[config.mk]
export PLATFORM = sky130hd
export DESIGN_NAME = afbl_cell
export DESIGN_NICKNAME = d
export VERILOG_FILES = /design/src/hw/rtl/allocator_free_block_list_defines.svh /design/src/hw/rtl/afbl_pkg.sv /design/src/hw/rtl/afbl_cell.sv
export SDC_FILE = /design/constraint.sdc
export NUM_CORES = 1
export LEC_CHECK = 0
export BUFFER_PORTS_ARGS = -buffer_cell sky130_fd_sc_hd__buf_2
export CORE_AREA = 2 2 119 121
export CTS_BUF_LIST = sky130_fd_sc_hd__clkbuf_4
export DETAILED_ROUTE_END_ITERATION = 16
export DIE_AREA = 0 0 121 123
export PLACE_DENSITY = 0.88
export SETUP_SLACK_MARGIN = 0.2
export SLEW_MARGIN = 15
export SYNTH_ARGS = -nofsm -noshare
export SYNTH_HDL_FRONTEND = slang
export SYNTH_SLANG_ARGS = --single-unit
[constraint.sdc]
create_clock -name clock -period 7.45 [get_ports clock]
set_clock_uncertainty 0.2 [all_clocks]
set_input_delay 1.8625 -clock clock [delete_from_list [all_inputs] [get_ports clock]]
set_output_delay 1.8625 -clock clock [all_outputs]
set_load 0.02 [all_outputs]
[src/hw/rtl/allocator_free_block_list_defines.svh]
// Assertion macros used by allocator_free_block_list.sv.
`ifndef ALLOCATOR_FREE_BLOCK_LIST_DEFINES_SVH
`define ALLOCATOR_FREE_BLOCK_LIST_DEFINES_SVH
`ifndef SYNTHESIS
`define AFBL_ASSERT(lbl, clk, rst, prop, msg) \
   lbl: assert property (@(posedge clk) disable iff (rst) prop) else $error(msg);
`define AFBL_ASSERT_ALWAYS(lbl, clk, prop, msg) \
   lbl: assert property (@(posedge clk) prop) else $error(msg);
`else
`define AFBL_ASSERT(lbl, clk, rst, prop, msg)
`define AFBL_ASSERT_ALWAYS(lbl, clk, prop, msg)
`endif
`endif

[src/hw/rtl/afbl_pkg.sv]
`timescale 1ns / 1ps
package afbl_pkg;

   localparam int TABLE_DEPTH = 16;
   localparam int ADDR_BITS   = 32;

   localparam int FIELD_W = 32;
   localparam int ADDR_W  = (ADDR_BITS < FIELD_W) ? ADDR_BITS : FIELD_W;
   localparam int SIZE_W  = 32;
   localparam int HDR_W   = 8;
   localparam int SUM_W   = SIZE_W + 2;
   localparam int COUNT_W = $clog2(TABLE_DEPTH + 1);

   localparam logic [HDR_W-1:0] HDR_RESET = HDR_W'(16);

   typedef logic [TABLE_DEPTH-1:0] row_type;
   typedef logic [COUNT_W-1:0]     count_type;

   typedef enum logic [2:0] {
      MODE_INSERT    = 3'd0,
      MODE_REMOVE    = 3'd1,
      MODE_FIRST_FIT = 3'd2,
      MODE_CONTAINS  = 3'd3,
      MODE_PREV      = 3'd4,
      MODE_NEXT      = 3'd5
   } mode_type;

   typedef enum logic [1:0] {
      STAT_OK     = 2'd0,
      STAT_FULL   = 2'd1,
      STAT_ABSENT = 2'd2
   } status_type;

   typedef enum logic [1:0] {
      SH_HOLD,
      SH_FROM_PREV,
      SH_FROM_NEXT
   } shift_type;

   typedef enum logic [1:0] {
      ST_IDLE,
      ST_EVAL,
      ST_PICK
   } state_type;

   typedef struct packed {
      logic              valid;
      logic [ADDR_W-1:0] addr;
      logic [SIZE_W-1:0] size;
   } entry_type;

   // query broadcast to every cell
   typedef struct packed {
      logic [2:0]        mode;
      logic [ADDR_W-1:0] addr;
      logic [SIZE_W-1:0] size;
      logic [SUM_W-1:0]  next_end;
      logic [HDR_W-1:0]  hdr;
   } query_type;

endpackage

[src/hw/rtl/afbl_cell.sv]
`timescale 1ns / 1ps
module afbl_cell (
   input  logic                clock,
   input  logic                reset,
   input  afbl_pkg::query_type query,
   input  afbl_pkg::shift_type shift,
   input  afbl_pkg::entry_type prev_entry,
   input  afbl_pkg::entry_type next_entry,
   output afbl_pkg::entry_type entry,
   output logic                match
);

   logic                      valid_ff;
   logic                      valid_in;
   logic [afbl_pkg::ADDR_W-1:0] addr_ff;
   logic [afbl_pkg::ADDR_W-1:0] addr_in;
   logic [afbl_pkg::SIZE_W-1:0] size_ff;
   logic [afbl_pkg::SIZE_W-1:0] size_in;
   logic                      match_ff;
   logic                      match_in;
   logic [afbl_pkg::SUM_W-1:0]  own_end;

   assign entry = '{valid: valid_ff, addr: addr_ff, size: size_ff};
   assign match = match_ff;

   assign own_end = afbl_pkg::SUM_W'(addr_ff) + afbl_pkg::SUM_W'(query.hdr)
                  + afbl_pkg::SUM_W'(size_ff);

   always_comb begin
      match_in = 1'b0;
      case (query.mode)
         afbl_pkg::MODE_REMOVE, afbl_pkg::MODE_CONTAINS: begin
            match_in = (addr_ff == query.addr);
         end
         afbl_pkg::MODE_FIRST_FIT: begin
            match_in = (size_ff >= query.size);
         end
         afbl_pkg::MODE_PREV: begin
            match_in = (own_end == afbl_pkg::SUM_W'(query.addr));
         end
         afbl_pkg::MODE_NEXT: begin
            match_in = (query.next_end == afbl_pkg::SUM_W'(addr_ff));
         end
         default: begin
            match_in = 1'b0;
         end
      endcase
      match_in = match_in & valid_ff;
   end

   always_comb begin
      valid_in = valid_ff;
      addr_in  = addr_ff;
      size_in  = size_ff;
      case (shift)
         afbl_pkg::SH_FROM_PREV: begin
            valid_in = prev_entry.valid;
            addr_in  = prev_entry.addr;
            size_in  = prev_entry.size;
         end
         afbl_pkg::SH_FROM_NEXT: begin
            valid_in = next_entry.valid;
            addr_in  = next_entry.addr;
            size_in  = next_entry.size;
         end
         default: begin
            valid_in = valid_ff;
         end
      endcase
   end

   always_ff @(posedge clock) begin
      if (reset) begin
         valid_ff <= 1'b0;
      end else begin
         valid_ff <= valid_in;
      end
      addr_ff  <= addr_in;
      size_ff  <= size_in;
      match_ff <= match_in;
   end

endmodule

# ---- Word-level counts from Yosys, hierarchy flattened
# Index checks and enable logic that the tools add are counted.
dict set report word_totals {
  register_bits 66
  output_inout_bits 66
  word_cells 24
}
dict set report classes {
  add_sub_neg 2
  n_lt_le_gt_ge 1
  n_eq_ne 10
  mux 4
  n_bitwise 1
  reduce_logical 2
}
# op count
set op_table {}
lappend op_table {{$pmux W32 S2} 2}
lappend op_table {{$eq A34 B32 Y1} 2}
lappend op_table {{$add A33 B32 Y34} 1}
lappend op_table {{$add A32 B8 Y33} 1}
lappend op_table {{$eq A32 B32 Y1} 1}
lappend op_table {{$ge A32 B32 Y1} 1}
lappend op_table {{$eq A3 B2 Y1 const B} 2}
lappend op_table {{$eq A3 B3 Y1 const B} 2}
lappend op_table {{$pmux W1 S4} 1}
lappend op_table {{$eq A3 B1 Y1 const B} 1}
lappend op_table {{$eq A2 B1 Y1 const B} 1}
lappend op_table {{$eq A2 B2 Y1 const B} 1}
lappend op_table {{$pmux W1 S2} 1}
lappend op_table {{$reduce_bool A2 Y1} 1}
lappend op_table {{$reduce_or A2 Y1} 1}
lappend op_table {{$and A1 B1 Y1} 1}

# ---- Logic depth before layout (Yosys ltp)
dict set report depth {
  depth_word 5
  depth_mapped 13
  depth_no_buf 13
}

# ---- Least setup slack after synthesis
# Ideal clock, no wire load.
dict set report synth_path {
  kind {input to register}
  start {in query[1] (netlist bit)}
  end {reg match_ff (netlist: match)}
  setup_ps 84
  arrival_time_ps 4974
  slack_ps 2192
  cell_stages 13
  path_buffers 0
  path_cell_list {fa_1 -> ha_1 -> fa_1 -> a211o_1 -> o2111ai_1 -> nor2b_1 -> nor4_1 -> nor4_1 -> nand4_1 -> nor4_1 -> nand4_1 -> or4_1 -> o31ai_2}
}
dict set report synth_via {
  elab_chain_len 5
}
# element line_no
set synth_rtl {}
lappend synth_rtl {{from (decl)} afbl_cell.sv:5} ;# input afbl_pkg::query_type query,
lappend synth_rtl {{$add A32 B8 Y33} afbl_cell.sv:26} ;# assign own_end = afbl_pkg::SUM_W'(addr_ff) + afbl_pkg::SUM_W'(query.hdr)
lappend synth_rtl {{$add A33 B32 Y34} afbl_cell.sv:27} ;# + afbl_pkg::SUM_W'(size_ff);
lappend synth_rtl {{$eq A34 B32 Y1} afbl_cell.sv:39} ;# match_in = (own_end == afbl_pkg::SUM_W'(query.addr));
lappend synth_rtl {{$pmux W1 S4} afbl_cell.sv:31} ;# case (query.mode)
lappend synth_rtl {{$and A1 B1 Y1} afbl_cell.sv:48} ;# match_in = match_in & valid_ff;
lappend synth_rtl {{via match_in} afbl_cell.sv:20} ;# logic match_in;
lappend synth_rtl {{to (signal assigned)} afbl_cell.sv:80} ;# match_ff <= match_in;
lappend synth_rtl {{to (decl)} afbl_cell.sv:19} ;# logic match_ff;
# The timed path passes the listed nets, and every way through them passes these cells.
# A chain may end at the register's enable or synchronous reset.

# ---- Worst setup path in the final report
# Ends and elaborated chain as after synthesis.

==> impl_metrics.toml <==
[global_route]
maximum_number_of_pins_on_one_net_before_global_route_repair = 65
gr-total-overflow = 0
grt_pass1_wl_mm = 39.3
vias_in_the_first_global_route = 7404
grt_antenna_before_repair = 2
grt_use_total_pct = 34.8

[logic_synthesis]
synth_enable_flop_cells = 64
synth_area_per_cell_um2 = 9.59
post_synth_instance_area_mm2 = 0.00734
ys.flop_type = "sky130_fd_sc_hd__edfxtp_1"
postSynthRegisterBits = 66
ys.warnings.count = 0
count_of_mapped_cells_out_of_synthesis = 766
synth_async_sr_flop_share_pct = 0
seq_total_area_yosys_pct = 26.7
synthDistinctLibCells = 66
synth_nets = 1106

[cts]
ctsRootBufferMaster = "sky130_fd_sc_hd__clkbuf_4"
cts_htree_levels = 3
cts_tree = "done"
worstSkewPairLatency_ns = 0.45
cts_hold_repair.buffers = 0
numCtsBuffers = 9
post-cts-setup-buffers = 0
cts.clk_slew.worst_paths_ns = 0.12
resized_after_cts = 0
max_buffers_root_to_sink = 2
numClockSinks = 66

[critical_path]
end_kind = "register"
rrSetupSlack_ns = 3.13
timing_worst_setup_path_type = "input port to register"
worstSetupStartpointType = "input port"
r2r-end = "match"
worstPathArrival_ns = 5.49
path_max_fanout = 3
critical_path.reg2reg.startpoint = "size_ff[1]"
crit_end = "match"
r2r.worst_path.cells = 13
worstPathRequired_ns = 7.63
critical_path.startpoint = "query[1]"

[die]
initial_utilization_pct = 53.9
chipHeight_um = 123
io_pins = 309
core_mm2 = 0.0136
rows = 43
die_width_um = 121
dieArea_mm2 = 0.0149

[sta]
grt_setup_unrepaired = "no"
finalMaxSlewViolations = 0
tightestPinTransition_ns = 0.902
final_hold_viol_count = 0
final_worst_path_period_share_pct = 71.3
sum_neg_setup_slack_ns = 0
maxSlewHeadroom_pct = 39.3
maximum_clock_frequency_ghz = 0.188
finalSetupViolations = 0
final_critical_delay_including_setup_and_external_delays_ns = 5.31

[placed_design]
port_buffers = 308
detailed_placer_s_ending_hpwl_mm = 22.2
placed_cells_incl_taps = 1228
routability_driven_placement_congestion_ratio = 1.08

[min_path]
hold_class = "register to register"
hold_start = "valid_ff"

[power_and_ir_drop]
power.share.sequential_pct = 24.8
switching_power_mw = 1.05
cellPowerDensity_mw_per_mm2 = 239
power.combinational.fraction_pct = 63.6
p_clk_share_pct = 11.6
power.static_leakage_nw = 4.44
power.internal_mw = 1.13
ir_worst_vdd_uv = 149
switching_share_pct = 48.0

[job]
max_cap_viols = 0

[layout]
area_growth_syn_to_layout_pct = 24.5
multi_input_comb_area_mm2 = 0.00508
filler_cell_count = 1082
finish.net_count = 1399
seqCellArea_mm2 = 0.00196
layoutNonFillerInstCount = 1246
layout_cells_sized_above_1_pct = 38.2

[detailed_routing]
drt-initial-drc-count = 837
drtPass1Iterations = 6
detail_route.drc_violations = 0
post_drt_antenna_nets = 0
detail_route.wirelength_mm = 26.2
routed-via-count = 7604
via_per_inst = 6.10
wl_per_cell_um = 21.0

[outcome]
result_of_the_run = "finished clean"
stage by stage:
| stage | hold WS (ns) | instance area (um2) | worst slack [ns] | power (mW) | utilization, % |
|---|---|---|---|---|---|
| after global placement | 0.453 | 9000 | 1.80 | 1.88 | 66.1 |
| final | 0.498 | 9150 | 2.14 | 2.18 | 67.2 |
| after floorplan | 0.285 | 7340 | 2.19 | 1.50 | - |
| after global routing | 0.546 | 9150 | 2.03 | 2.33 | 67.2 |
| after CTS | 0.486 | 9140 | 2.18 | 2.16 | 67.1 |
| after detailed placement | 0.465 | 9000 | 1.67 | 1.90 | 66.1 |
cells in the mapped netlist (all sizes together), types with 2 or more instances:
cell	instances	share of area [%]
a31oi	11	0.94
o211ai	6	0.61
ha	88	15
clkbuf	13	0.68
and4	2	0.24
nand2b	6	0.51
a21o	19	1.9
o31ai	3	0.37
mux2	67	10
a21boi	3	0.31
a221oi	3	0.36
nand4	27	2.3
nand2	51	2.6
xor2	41	5.0
o21bai	2	0.20
inv	45	2.3
edfxtp	64	26
o21ai	37	2.5
buf	16	1.2
nand3	13	0.89
a211o	6	0.72
a211oi	6	0.61
mux2i	38	5.2
xnor2	27	3.2
o22ai	3	0.26
nor2	34	1.7
or3	4	0.34
and3	2	0.24
nor3b	2	0.20
a21oi	46	3.2
o2111ai	6	0.72
fa	9	2.5
a2111oi	2	0.24
or2	3	0.26
nor4	11	1.0
o21a	10	1.0
nor2b	10	0.85
dfxtp	2	0.55
nor3	10	0.68
and2	2	0.17
registers in the layout (all words and copies together), names as in the netlist:
register / cells
addr_ff: 32
size_ff: 32
match: 1
valid_ff: 1
cells by family (layout without fill, tap and decap cells):
group,Yosys count,in the layout,synth area share (%)
AND/OR/NAND/NOR,180,180,12.4
AO/OA/AOI/OAI,176,176,15.6
multiplexers,105,105,15.5
adder cells (fa/ha/maj),97,97,17.4
buffers and inverters,74,372,4.14
XOR/XNOR,68,68,8.21
flip-flops,66,66,26.7
other,0,2,0
power groups by stage:
stage	logic, mW	registers (mW)	clock network (mW)
floorplan	0.909	0.589	0
global placement	1.33	0.547	0
detailed placement	1.35	0.548	0
CTS	1.36	0.539	0.259
global route	1.52	0.546	0.271
finish	1.39	0.541	0.254
final cells by class:
type | instances | area share [%]
clock inverter | 5 | 0.602
tap | 180 | 2.46
multi-input combinational | 626 | 55.6
clock buffer | 11 | 0.903
sequential | 66 | 21.5
timing repair buffer | 311 | 17.1
antenna | 2 | 0.0547
inverter | 45 | 1.85
worst min path at each step:
stage | cells after the start | endpoint | slack (ns)
after floorplan | 2 | valid_ff | 0.29
after global placement | 2 | valid_ff | 0.45
after detailed placement | 2 | valid_ff | 0.47
after CTS | 2 | valid_ff | 0.49
after global routing | 2 | valid_ff | 0.55
final | 2 | valid_ff | 0.50
per-layer routing:
metal	vias to the layer above	wire length, um	global-route usage, %
met1	3578	9940	44.4
met4	0	1010	14.2
met5	-	0	0
met3	78	2640	7.89
li1	3477	-	-
met2	471	12600	57.1
critical path, cell delays in order:
cell	delay, ns
sky130_fd_sc_hd__buf_2	0.11
sky130_fd_sc_hd__fa_1	0.47
sky130_fd_sc_hd__ha_1	0.26
sky130_fd_sc_hd__fa_1	0.42
sky130_fd_sc_hd__xnor2_1	0.20
sky130_fd_sc_hd__xnor2_1	0.08
sky130_fd_sc_hd__nor4_1	0.31
sky130_fd_sc_hd__o2111ai_1	0.20
sky130_fd_sc_hd__nor4_2	0.24
sky130_fd_sc_hd__nand4_1	0.14
sky130_fd_sc_hd__nor4_1	0.30
sky130_fd_sc_hd__nand4_1	0.15
sky130_fd_sc_hd__or4_1	0.54
sky130_fd_sc_hd__o31ai_2	0.19
layout by cell type, fill, tap and decap left out, types with 3 or more instances in the layout:
cell	instances
sky130_fd_sc_hd__buf_2	308
sky130_fd_sc_hd__ha_1	87
sky130_fd_sc_hd__mux2_2	67
sky130_fd_sc_hd__edfxtp_1	64
sky130_fd_sc_hd__nand2_1	50
sky130_fd_sc_hd__a21oi_1	45
sky130_fd_sc_hd__inv_1	44
sky130_fd_sc_hd__xor2_1	40
sky130_fd_sc_hd__mux2i_1	38
sky130_fd_sc_hd__o21ai_0	36
sky130_fd_sc_hd__nor2_1	34
sky130_fd_sc_hd__nand4_1	27
sky130_fd_sc_hd__xnor2_1	27
sky130_fd_sc_hd__a21o_1	19
sky130_fd_sc_hd__nand3_1	13
sky130_fd_sc_hd__a31oi_1	11
sky130_fd_sc_hd__clkbuf_4	11
sky130_fd_sc_hd__nor2b_1	10
sky130_fd_sc_hd__o21a_1	10
sky130_fd_sc_hd__nor3_1	10
sky130_fd_sc_hd__nor4_1	10
sky130_fd_sc_hd__fa_1	9
sky130_fd_sc_hd__a211o_1	6
sky130_fd_sc_hd__o2111ai_1	6
sky130_fd_sc_hd__o211ai_1	6
sky130_fd_sc_hd__a211oi_1	6
sky130_fd_sc_hd__nand2b_1	6
sky130_fd_sc_hd__or3_1	4
sky130_fd_sc_hd__or2_2	3
sky130_fd_sc_hd__a221oi_1	3
sky130_fd_sc_hd__a21boi_0	3
sky130_fd_sc_hd__o22ai_1	3
sky130_fd_sc_hd__buf_4	3
(Power assumes the default switching activity.)
